### src/sv/eds_pkg.sv
`default_nettype none
// ----------------------------------------------------------------------------
// Edit distance scorer package
// Shared types and constants for the edit distance scorer cell chain.
// ----------------------------------------------------------------------------
package eds_pkg;

	localparam int unsigned CHAR_W    = 8;
	localparam int unsigned REG_W     = 64;
	localparam int unsigned QLEN_W    = 5;
	localparam int unsigned CFG_IDX_W = 2;

	typedef enum logic [CFG_IDX_W-1:0] {
		REG_CHARS_LOW  = 2'd0,
		REG_CHARS_HIGH = 2'd1,
		REG_LENGTH     = 2'd2
	} cfg_reg_t;

	typedef struct packed {
		logic              vld;
		logic              has_char;
		logic              last;
		logic [CHAR_W-1:0] ch;
	} eds_tok_t;

endpackage
`default_nettype wire

### src/sv/edit_distance_scorer.sv
`default_nettype none
// ----------------------------------------------------------------------------
// Edit distance scorer
// Levenshtein distance of streamed candidate words to a configured query.
// ----------------------------------------------------------------------------
// The query is written through the configuration port while the block is idle:
// characters 0 to 7, characters 8 to 15 and the query length.
// Candidate words enter one character per input transfer; word_end marks the
// last transfer of a word, and an empty word is a single transfer with no_char
// and word_end set. Each word yields one output transfer with its distance.
// A row of QUERY_MAX+1 cells, one per column entry, passes every character
// one cell per cycle while the output does not stall, so one input transfer is
// taken every cycle unless out_ready holds the row; the distance is registered at the output after the last cell.
// The cell row is a single pipeline: while the output waits on out_ready, the
// row holds and in_ready is low.
// Reset clears the query registers and returns every column entry to its
// position, so the first word starts from a fresh column.
// ----------------------------------------------------------------------------
module edit_distance_scorer #(
	parameter int unsigned QUERY_MAX  = 16,
	parameter int unsigned DIST_WIDTH = 7
) (
	input  wire logic                           clk,
	input  wire logic                           arst_n,
	input  wire logic                           cfg_wr_en,
	input  wire logic [eds_pkg::CFG_IDX_W-1:0]  cfg_addr,
	input  wire logic [eds_pkg::REG_W-1:0]      cfg_wdata,
	input  wire logic                           in_valid,
	output logic                                in_ready,
	input  wire logic [eds_pkg::CHAR_W-1:0]     candidate_char,
	input  wire logic                           no_char,
	input  wire logic                           word_end,
	output logic                                out_valid,
	input  wire logic                           out_ready,
	output logic      [DIST_WIDTH-1:0]          edit_distance
);

	localparam logic [eds_pkg::QLEN_W-1:0] QMAX_LEN = eds_pkg::QLEN_W'(QUERY_MAX);

	logic [eds_pkg::REG_W-1:0]  qlo_q;
	logic [eds_pkg::REG_W-1:0]  qhi_q;
	logic [eds_pkg::QLEN_W-1:0] qlen_q;
	logic [eds_pkg::QLEN_W-1:0] qlen_eff;
	logic [2*eds_pkg::REG_W-1:0] qchars;

	logic                  adv;
	logic                  out_valid_q;
	logic [DIST_WIDTH-1:0] dist_q;
	eds_pkg::eds_tok_t     tok_in;

	eds_pkg::eds_tok_t     tok [0:QUERY_MAX];
	logic [DIST_WIDTH-1:0] vnew [0:QUERY_MAX];
	logic [DIST_WIDTH-1:0] vold [0:QUERY_MAX];
	logic [DIST_WIDTH-1:0] vres [0:QUERY_MAX];

	always_ff @(posedge clk or negedge arst_n) begin
		if (!arst_n) begin
			qlo_q  <= '0;
			qhi_q  <= '0;
			qlen_q <= '0;
		end else if (cfg_wr_en) begin
			unique case (cfg_addr)
				eds_pkg::REG_CHARS_LOW:  qlo_q  <= cfg_wdata;
				eds_pkg::REG_CHARS_HIGH: qhi_q  <= cfg_wdata;
				eds_pkg::REG_LENGTH:     qlen_q <= cfg_wdata[eds_pkg::QLEN_W-1:0];
				default: ;
			endcase
		end
	end

	assign qlen_eff = (qlen_q > QMAX_LEN) ? QMAX_LEN : qlen_q;
	assign qchars   = {qhi_q, qlo_q};

	assign adv      = !out_valid_q || out_ready;
	assign in_ready = adv;

	always_comb begin
		tok_in.vld      = in_valid && adv && (!no_char || word_end);
		tok_in.has_char = !no_char;
		tok_in.last     = word_end;
		tok_in.ch       = candidate_char;
	end

	eds_head #(
		.DIST_WIDTH(DIST_WIDTH)
	) u_head (
		.clk     (clk),
		.arst_n  (arst_n),
		.adv     (adv),
		.sel     (qlen_eff == '0),
		.tok_in  (tok_in),
		.tok_out (tok[0]),
		.new_out (vnew[0]),
		.old_out (vold[0]),
		.res_out (vres[0])
	);

	for (genvar k = 1; k <= QUERY_MAX; k++) begin : g_cell
		eds_cell #(
			.POS        (k),
			.DIST_WIDTH (DIST_WIDTH)
		) u_cell (
			.clk      (clk),
			.arst_n   (arst_n),
			.adv      (adv),
			.sel      (qlen_eff == eds_pkg::QLEN_W'(k)),
			.qchar    (qchars[eds_pkg::CHAR_W*(k-1) +: eds_pkg::CHAR_W]),
			.tok_in   (tok[k-1]),
			.left_new (vnew[k-1]),
			.left_old (vold[k-1]),
			.res_in   (vres[k-1]),
			.tok_out  (tok[k]),
			.new_out  (vnew[k]),
			.old_out  (vold[k]),
			.res_out  (vres[k])
		);
	end

	always_ff @(posedge clk or negedge arst_n) begin
		if (!arst_n) begin
			out_valid_q <= 1'b0;
		end else if (adv) begin
			out_valid_q <= tok[QUERY_MAX].vld && tok[QUERY_MAX].last;
		end
	end

	always_ff @(posedge clk) begin
		if (adv) begin
			dist_q <= vres[QUERY_MAX];
		end
	end

	assign out_valid     = out_valid_q;
	assign edit_distance = dist_q;

	// A new result only appears when a word end leaves the last cell.
	a_result_from_tail: assert property (@(posedge clk) disable iff (!arst_n)
		$rose(out_valid_q) |-> $past(tok[QUERY_MAX].vld && tok[QUERY_MAX].last))
		else $error("result without a word end at the tail of the row");

	// While the output stalls, the tail of the row holds its token.
	a_tail_holds: assert property (@(posedge clk) disable iff (!arst_n)
		!adv |=> ($stable(tok[QUERY_MAX].vld) && $stable(vres[QUERY_MAX])))
		else $error("cell row moved while the output was stalled");

	// An accepted input with no character and no word end never enters the row.
	a_drop_empty: assert property (@(posedge clk) disable iff (!arst_n)
		(in_valid && in_ready && no_char && !word_end) |=> !tok[0].vld)
		else $error("empty item entered the cell row");

endmodule
`default_nettype wire

### src/sv/eds_head.sv
`default_nettype none
// ----------------------------------------------------------------------------
// Edit distance head cell
// Holds column entry zero, which counts the characters of the current word.
// ----------------------------------------------------------------------------
module eds_head #(
	parameter int unsigned DIST_WIDTH = 7
) (
	input  wire logic                  clk,
	input  wire logic                  arst_n,
	input  wire logic                  adv,
	input  wire logic                  sel,
	input  wire eds_pkg::eds_tok_t     tok_in,
	output eds_pkg::eds_tok_t          tok_out,
	output logic     [DIST_WIDTH-1:0]  new_out,
	output logic     [DIST_WIDTH-1:0]  old_out,
	output logic     [DIST_WIDTH-1:0]  res_out
);

	localparam logic [DIST_WIDTH-1:0] SAT = {DIST_WIDTH{1'b1}};

	logic [DIST_WIDTH-1:0] d_q;
	logic [DIST_WIDTH-1:0] nxt;

	always_comb begin
		if (tok_in.has_char && (d_q != SAT)) begin
			nxt = d_q + 1'b1;
		end else begin
			nxt = d_q;
		end
	end

	always_ff @(posedge clk or negedge arst_n) begin
		if (!arst_n) begin
			d_q     <= '0;
			tok_out <= '0;
		end else if (adv) begin
			tok_out <= tok_in;
			if (tok_in.vld) begin
				d_q <= tok_in.last ? '0 : nxt;
			end
		end
	end

	always_ff @(posedge clk) begin
		if (adv) begin
			new_out <= nxt;
			old_out <= d_q;
			res_out <= sel ? nxt : '0;
		end
	end

endmodule
`default_nettype wire

### src/sv/eds_cell.sv
`default_nettype none
// ----------------------------------------------------------------------------
// Edit distance query cell
// Holds one column entry and updates it from its left neighbor's entries.
// ----------------------------------------------------------------------------
module eds_cell #(
	parameter int unsigned POS        = 1,
	parameter int unsigned DIST_WIDTH = 7
) (
	input  wire logic                        clk,
	input  wire logic                        arst_n,
	input  wire logic                        adv,
	input  wire logic                        sel,
	input  wire logic [eds_pkg::CHAR_W-1:0]  qchar,
	input  wire eds_pkg::eds_tok_t           tok_in,
	input  wire logic [DIST_WIDTH-1:0]       left_new,
	input  wire logic [DIST_WIDTH-1:0]       left_old,
	input  wire logic [DIST_WIDTH-1:0]       res_in,
	output eds_pkg::eds_tok_t                tok_out,
	output logic      [DIST_WIDTH-1:0]       new_out,
	output logic      [DIST_WIDTH-1:0]       old_out,
	output logic      [DIST_WIDTH-1:0]       res_out
);

	localparam logic [DIST_WIDTH-1:0] SAT = {DIST_WIDTH{1'b1}};
	localparam logic [DIST_WIDTH:0]   POS_EXT = (DIST_WIDTH+1)'(POS);
	localparam logic [DIST_WIDTH-1:0] RST_VAL =
		(POS_EXT > {1'b0, SAT}) ? SAT : POS_EXT[DIST_WIDTH-1:0];

	logic [DIST_WIDTH-1:0] d_q;
	logic [DIST_WIDTH-1:0] up_inc;
	logic [DIST_WIDTH-1:0] left_inc;
	logic [DIST_WIDTH-1:0] diag;
	logic [DIST_WIDTH-1:0] best;
	logic [DIST_WIDTH-1:0] nxt;
	logic [DIST_WIDTH:0]   diag_sum;

	always_comb begin
		up_inc   = (d_q == SAT) ? SAT : d_q + 1'b1;
		left_inc = (left_new == SAT) ? SAT : left_new + 1'b1;
		diag_sum = {1'b0, left_old} + {{DIST_WIDTH{1'b0}}, (tok_in.ch != qchar)};
		diag     = diag_sum[DIST_WIDTH] ? SAT : diag_sum[DIST_WIDTH-1:0];
		best     = (up_inc < left_inc) ? up_inc : left_inc;
		if (diag < best) begin
			best = diag;
		end
		nxt = tok_in.has_char ? best : d_q;
	end

	always_ff @(posedge clk or negedge arst_n) begin
		if (!arst_n) begin
			d_q     <= RST_VAL;
			tok_out <= '0;
		end else if (adv) begin
			tok_out <= tok_in;
			if (tok_in.vld) begin
				d_q <= tok_in.last ? RST_VAL : nxt;
			end
		end
	end

	always_ff @(posedge clk) begin
		if (adv) begin
			new_out <= nxt;
			old_out <= d_q;
			res_out <= sel ? nxt : res_in;
		end
	end

endmodule
`default_nettype wire
### config.mk
export PLATFORM = sky130hd
export DESIGN_NAME = edit_distance_scorer
export DESIGN_NICKNAME = d
export VERILOG_FILES = /design/src/sv/eds_pkg.sv /design/src/sv/edit_distance_scorer.sv /design/src/sv/eds_head.sv /design/src/sv/eds_cell.sv
export SDC_FILE = /design/constraint.sdc
export NUM_CORES = 2
export LEC_CHECK = 0
export BUFFER_PORTS_ARGS = -buffer_cell sky130_fd_sc_hd__buf_2
export CAP_MARGIN = 25
export CORE_MARGIN = 2
export CORE_UTILIZATION = 25
export DETAILED_ROUTE_END_ITERATION = 8
export SLEW_MARGIN = 30
export SYNTH_ARGS = -nofsm -noshare
export SYNTH_HDL_FRONTEND = slang
export SYNTH_SLANG_ARGS = --single-unit
### constraint.sdc
create_clock -name clk -period 34.3 [get_ports clk]
set_input_delay 10.29 -clock clk [delete_from_list [all_inputs] [get_ports clk]]
set_output_delay 10.29 -clock clk [all_outputs]
set_load 0.01 [all_outputs]
==> results.json <==
{
  "cp_max_fo": 77,
  "preCtsSetupSlack_ns": 12.15,
  "start_util_pct": 25.12,
  "grt_pass1_vias": 31890,
  "synth_fp_nets": 4753,
  "grt_util_all_layers_pct": 12.42,
  "fp.dieArea_um2": 182300,
  "peakVddDrop_mv": 0.05235,
  "yosys.area.top_type": "edfxtp_1",
  "cts_setup_buffers": 0,
  "finalCriticalPeriod_ns": 22.16,
  "clock_path_buffers": 3,
  "synth_commonest_cells": "836 x nand2_1, 398 x dfrtp_1, 350 x edfxtp_1",
  "yosysMostFrequentCell": "nand2_1",
  "fillCellCount": 18470,
  "hold_viol_final": 0,
  "drt_iter0_drc": 2710,
  "ys.flop_type": "dfrtp_1",
  "p_leak_nw": 21.67,
  "clock_sinks": 781,
  "grt_max_degree": 132,
  "power.density_nw_per_um2": 114.2,
  "setup_violations": 0,
  "arrival_ns": 11.87,
  "postPlaceCellArea_um2": 47840,
  "dp_hpwl_um": 87070,
  "ctsResizeCount": 0,
  "core-area_um2": 178000,
  "grt_pass1_wl_um": 180900,
  "area_delta_synth_final_pct": 13.31,
  "gp_congestion": 0.8482,
  "synth_cell_type_count": 96,
  "yosys-top-cells-area": "edfxtp_1 23%, dfrtp_1 22%, nand2_1 7.0%, mux2_2 6.5%, ha_1 5.6%",
  "rsz0062_at_grt": "no",
  "holdCritPathClass": "reg -> reg",
  "synth_edf_count": 350,
  "die_width_um": 427.0,
  "total_power_mw": 5.786,
  "tritoncts": "done",
  "ant_nets": 0,
  "vias_per_cell": 4.801,
  "cts_buffers": 80,
  "start_kind": "input pin",
  "max_freq_mhz": 45.13,
  "worst_slew_pin_slew_ns": 0.9914,
  "skew_ns": 0.01642,
  "routed_wl_um": 115500,
  "place.port_buffers": 89,
  "nNetsFinal": 4817,
  "cp.required_ns": 24.01,
  "cts-root-buf": "clkbuf_16",
  "worst_slack_ns": 12.14,
  "num_rows": 155,
  "synth_top_area_share_pct": 23.50,
  "cp-end-kind": "primary output",
  "async_flop_share_pct": 55.19,
  "worst-setup-path-type": "in -> out",
  "netlist_area_um2": 44730,
  "vias": 33420,
  "insertion_delay_ns": 0.68,
  "hold_slack_ns": 0.4191,
  "maxSlewViolCount": 0,
  "first_pass_iters": 6,
  "final_area_um2": 50680,
  "maxCapViolCount": 0,
  "ys_seq_area_share_pct": 47.70,
  "setup-tns-final_ns": 0,
  "clk_pin_slew_ns": 0.05,
  "htree_levels": 3,
  "wl_per_cell_um": 16.59,
  "period_share_pct": 64.60,
  "grt_overflow": 0,
  "drc": 0,
  "holdBufCountCts": 0,
  "yosys_warnings": 0,
  "die_h_um": 427.0,
  "synth_seq_cells": 781,
  "antenna_found_initial": 28,
  "status": "finished, final reports clean",
  "ios": 90,
  "final_layout_size_suffix_gt1_share_pct": 13.89,
  "syn_avg_cell_area_um2": 10.00,
  "slew_headroom_pct": 33.77,
  "syn_inst": 4471
}
final cells by class:
cell class | count | area, um2 | area share [%]
Multi-Input combinational cell | 3388 | 22270 | 43.93
Sequential cell | 781 | 21340 | 42.10
Tap cell | 2355 | 2947 | 5.814
Clock buffer | 102 | 2227 | 4.394
Timing Repair Buffer | 111 | 673.1 | 1.328
Inverter | 173 | 656.9 | 1.296
Clock inverter | 46 | 565.5 | 1.116
Antenna cell | 4 | 10.01 | 0.01975
final timing paths:
check | startpoint | end | slack [ns] | cells after the start
max in group asynchronous | arst_n | g_cell[9].u_cell.tok_out[10] | 22.28 | 4
worst min-delay path | g_cell[16].u_cell.res_out[3] | edit_distance[3] | 0.42 | 0
worst min register to register | g_cell[16].u_cell.res_out[3] | edit_distance[3] | 0.42 | 0
worst max-delay path | out_ready | in_ready | 12.14 | 4
worst max register to register | g_cell[13].u_cell.d_q[0] | g_cell[13].u_cell.res_out[6] | 28.35 | 21
min in group asynchronous | arst_n | qlo_q[24] | 9.46 | 1
where the power goes:
part / internal [mW] / switching, mW
combinational: 1.26 / 1.76
sequential: 1.44 / 0.400
clock: 0.534 / 0.389
total: 3.23 / 2.55
sequential cells by signal (all words and copies together) (netlist names):
register               count
u_head.old_out             7
out_valid                  1
edit_distance              7
g_cell.u_cell.d_q        112
qlo_q                     64
u_head.d_q                 7
u_head.res_out             7
g_cell.u_cell.res_out    112
g_cell.u_cell.new_out    105
u_head.new_out             7
g_cell.u_cell.old_out    105
g_cell.u_cell.tok_out    167
qhi_q                     64
u_head.tok_out            11
qlen_q                     5
through the flow:
stage	utilization, %	instances
finish	28.47	6960
CTS	28.44	6955
global route	28.47	6959
floorplan	-	4471
detailed placement	26.87	6807
global placement	26.86	6806
kinds of logic after synthesis:
family / Yosys count / share of synthesized area, %
and+or+nand+nor: 1773 / 18.41
AOI/OAI and AO/OA: 803 / 11.84
DFF: 781 / 47.70
muxes: 372 / 9.181
buffers and inverters: 302 / 2.546
xor gates and xnor gates: 232 / 4.543
adders and majority gates: 208 / 5.779
layout by cell type (no fill, tap or decap), types with 32 or more instances in the layout:
| cell type | Yosys | routed |
|---|---|---|
| o21a_1 | 45 | 45 |
| nor2_1 | 270 | 270 |
| and3_1 | 78 | 78 |
| nor4_1 | 34 | 34 |
| nand2_1 | 836 | 836 |
| edfxtp_1 | 350 | 350 |
| or2_2 | 45 | 45 |
| xor2_1 | 173 | 173 |
| nand4_1 | 79 | 79 |
| inv_1 | 172 | 171 |
| and2_1 | 43 | 43 |
| o21ai_0 | 199 | 199 |
| dfrtp_1 | 398 | 398 |
| dfstp_2 | 33 | 33 |
| a22o_1 | 32 | 32 |
| nor2b_1 | 42 | 41 |
| nor3_1 | 33 | 33 |
| buf_2 | 1 | 88 |
| a21o_1 | 45 | 45 |
| nand3_1 | 169 | 169 |
| nand2b_1 | 48 | 48 |
| a21oi_1 | 188 | 188 |
| clkbuf_16 | 0 | 82 |
| a31oi_1 | 68 | 68 |
| ha_1 | 201 | 201 |
| mux2_2 | 258 | 258 |
| xnor2_1 | 59 | 59 |
| mux2i_1 | 102 | 102 |
metal layers:
layer / vias up / part of all wire, % / global-route usage [%]
met5: - / 0 / 0
met4: 0 / 2.9 / 3.474
met3: 202 / 3.4 / 1.603
met2: 675 / 49 / 21.44
met1: 16260 / 45 / 16.21
li1: 16280 / - / -
critical path: stages:
cell     delay [ns]
buf_2          0.11
nor2b_4        0.73
inv_8          0.42
buf_2          0.27
(Power assumes the default switching activity.)
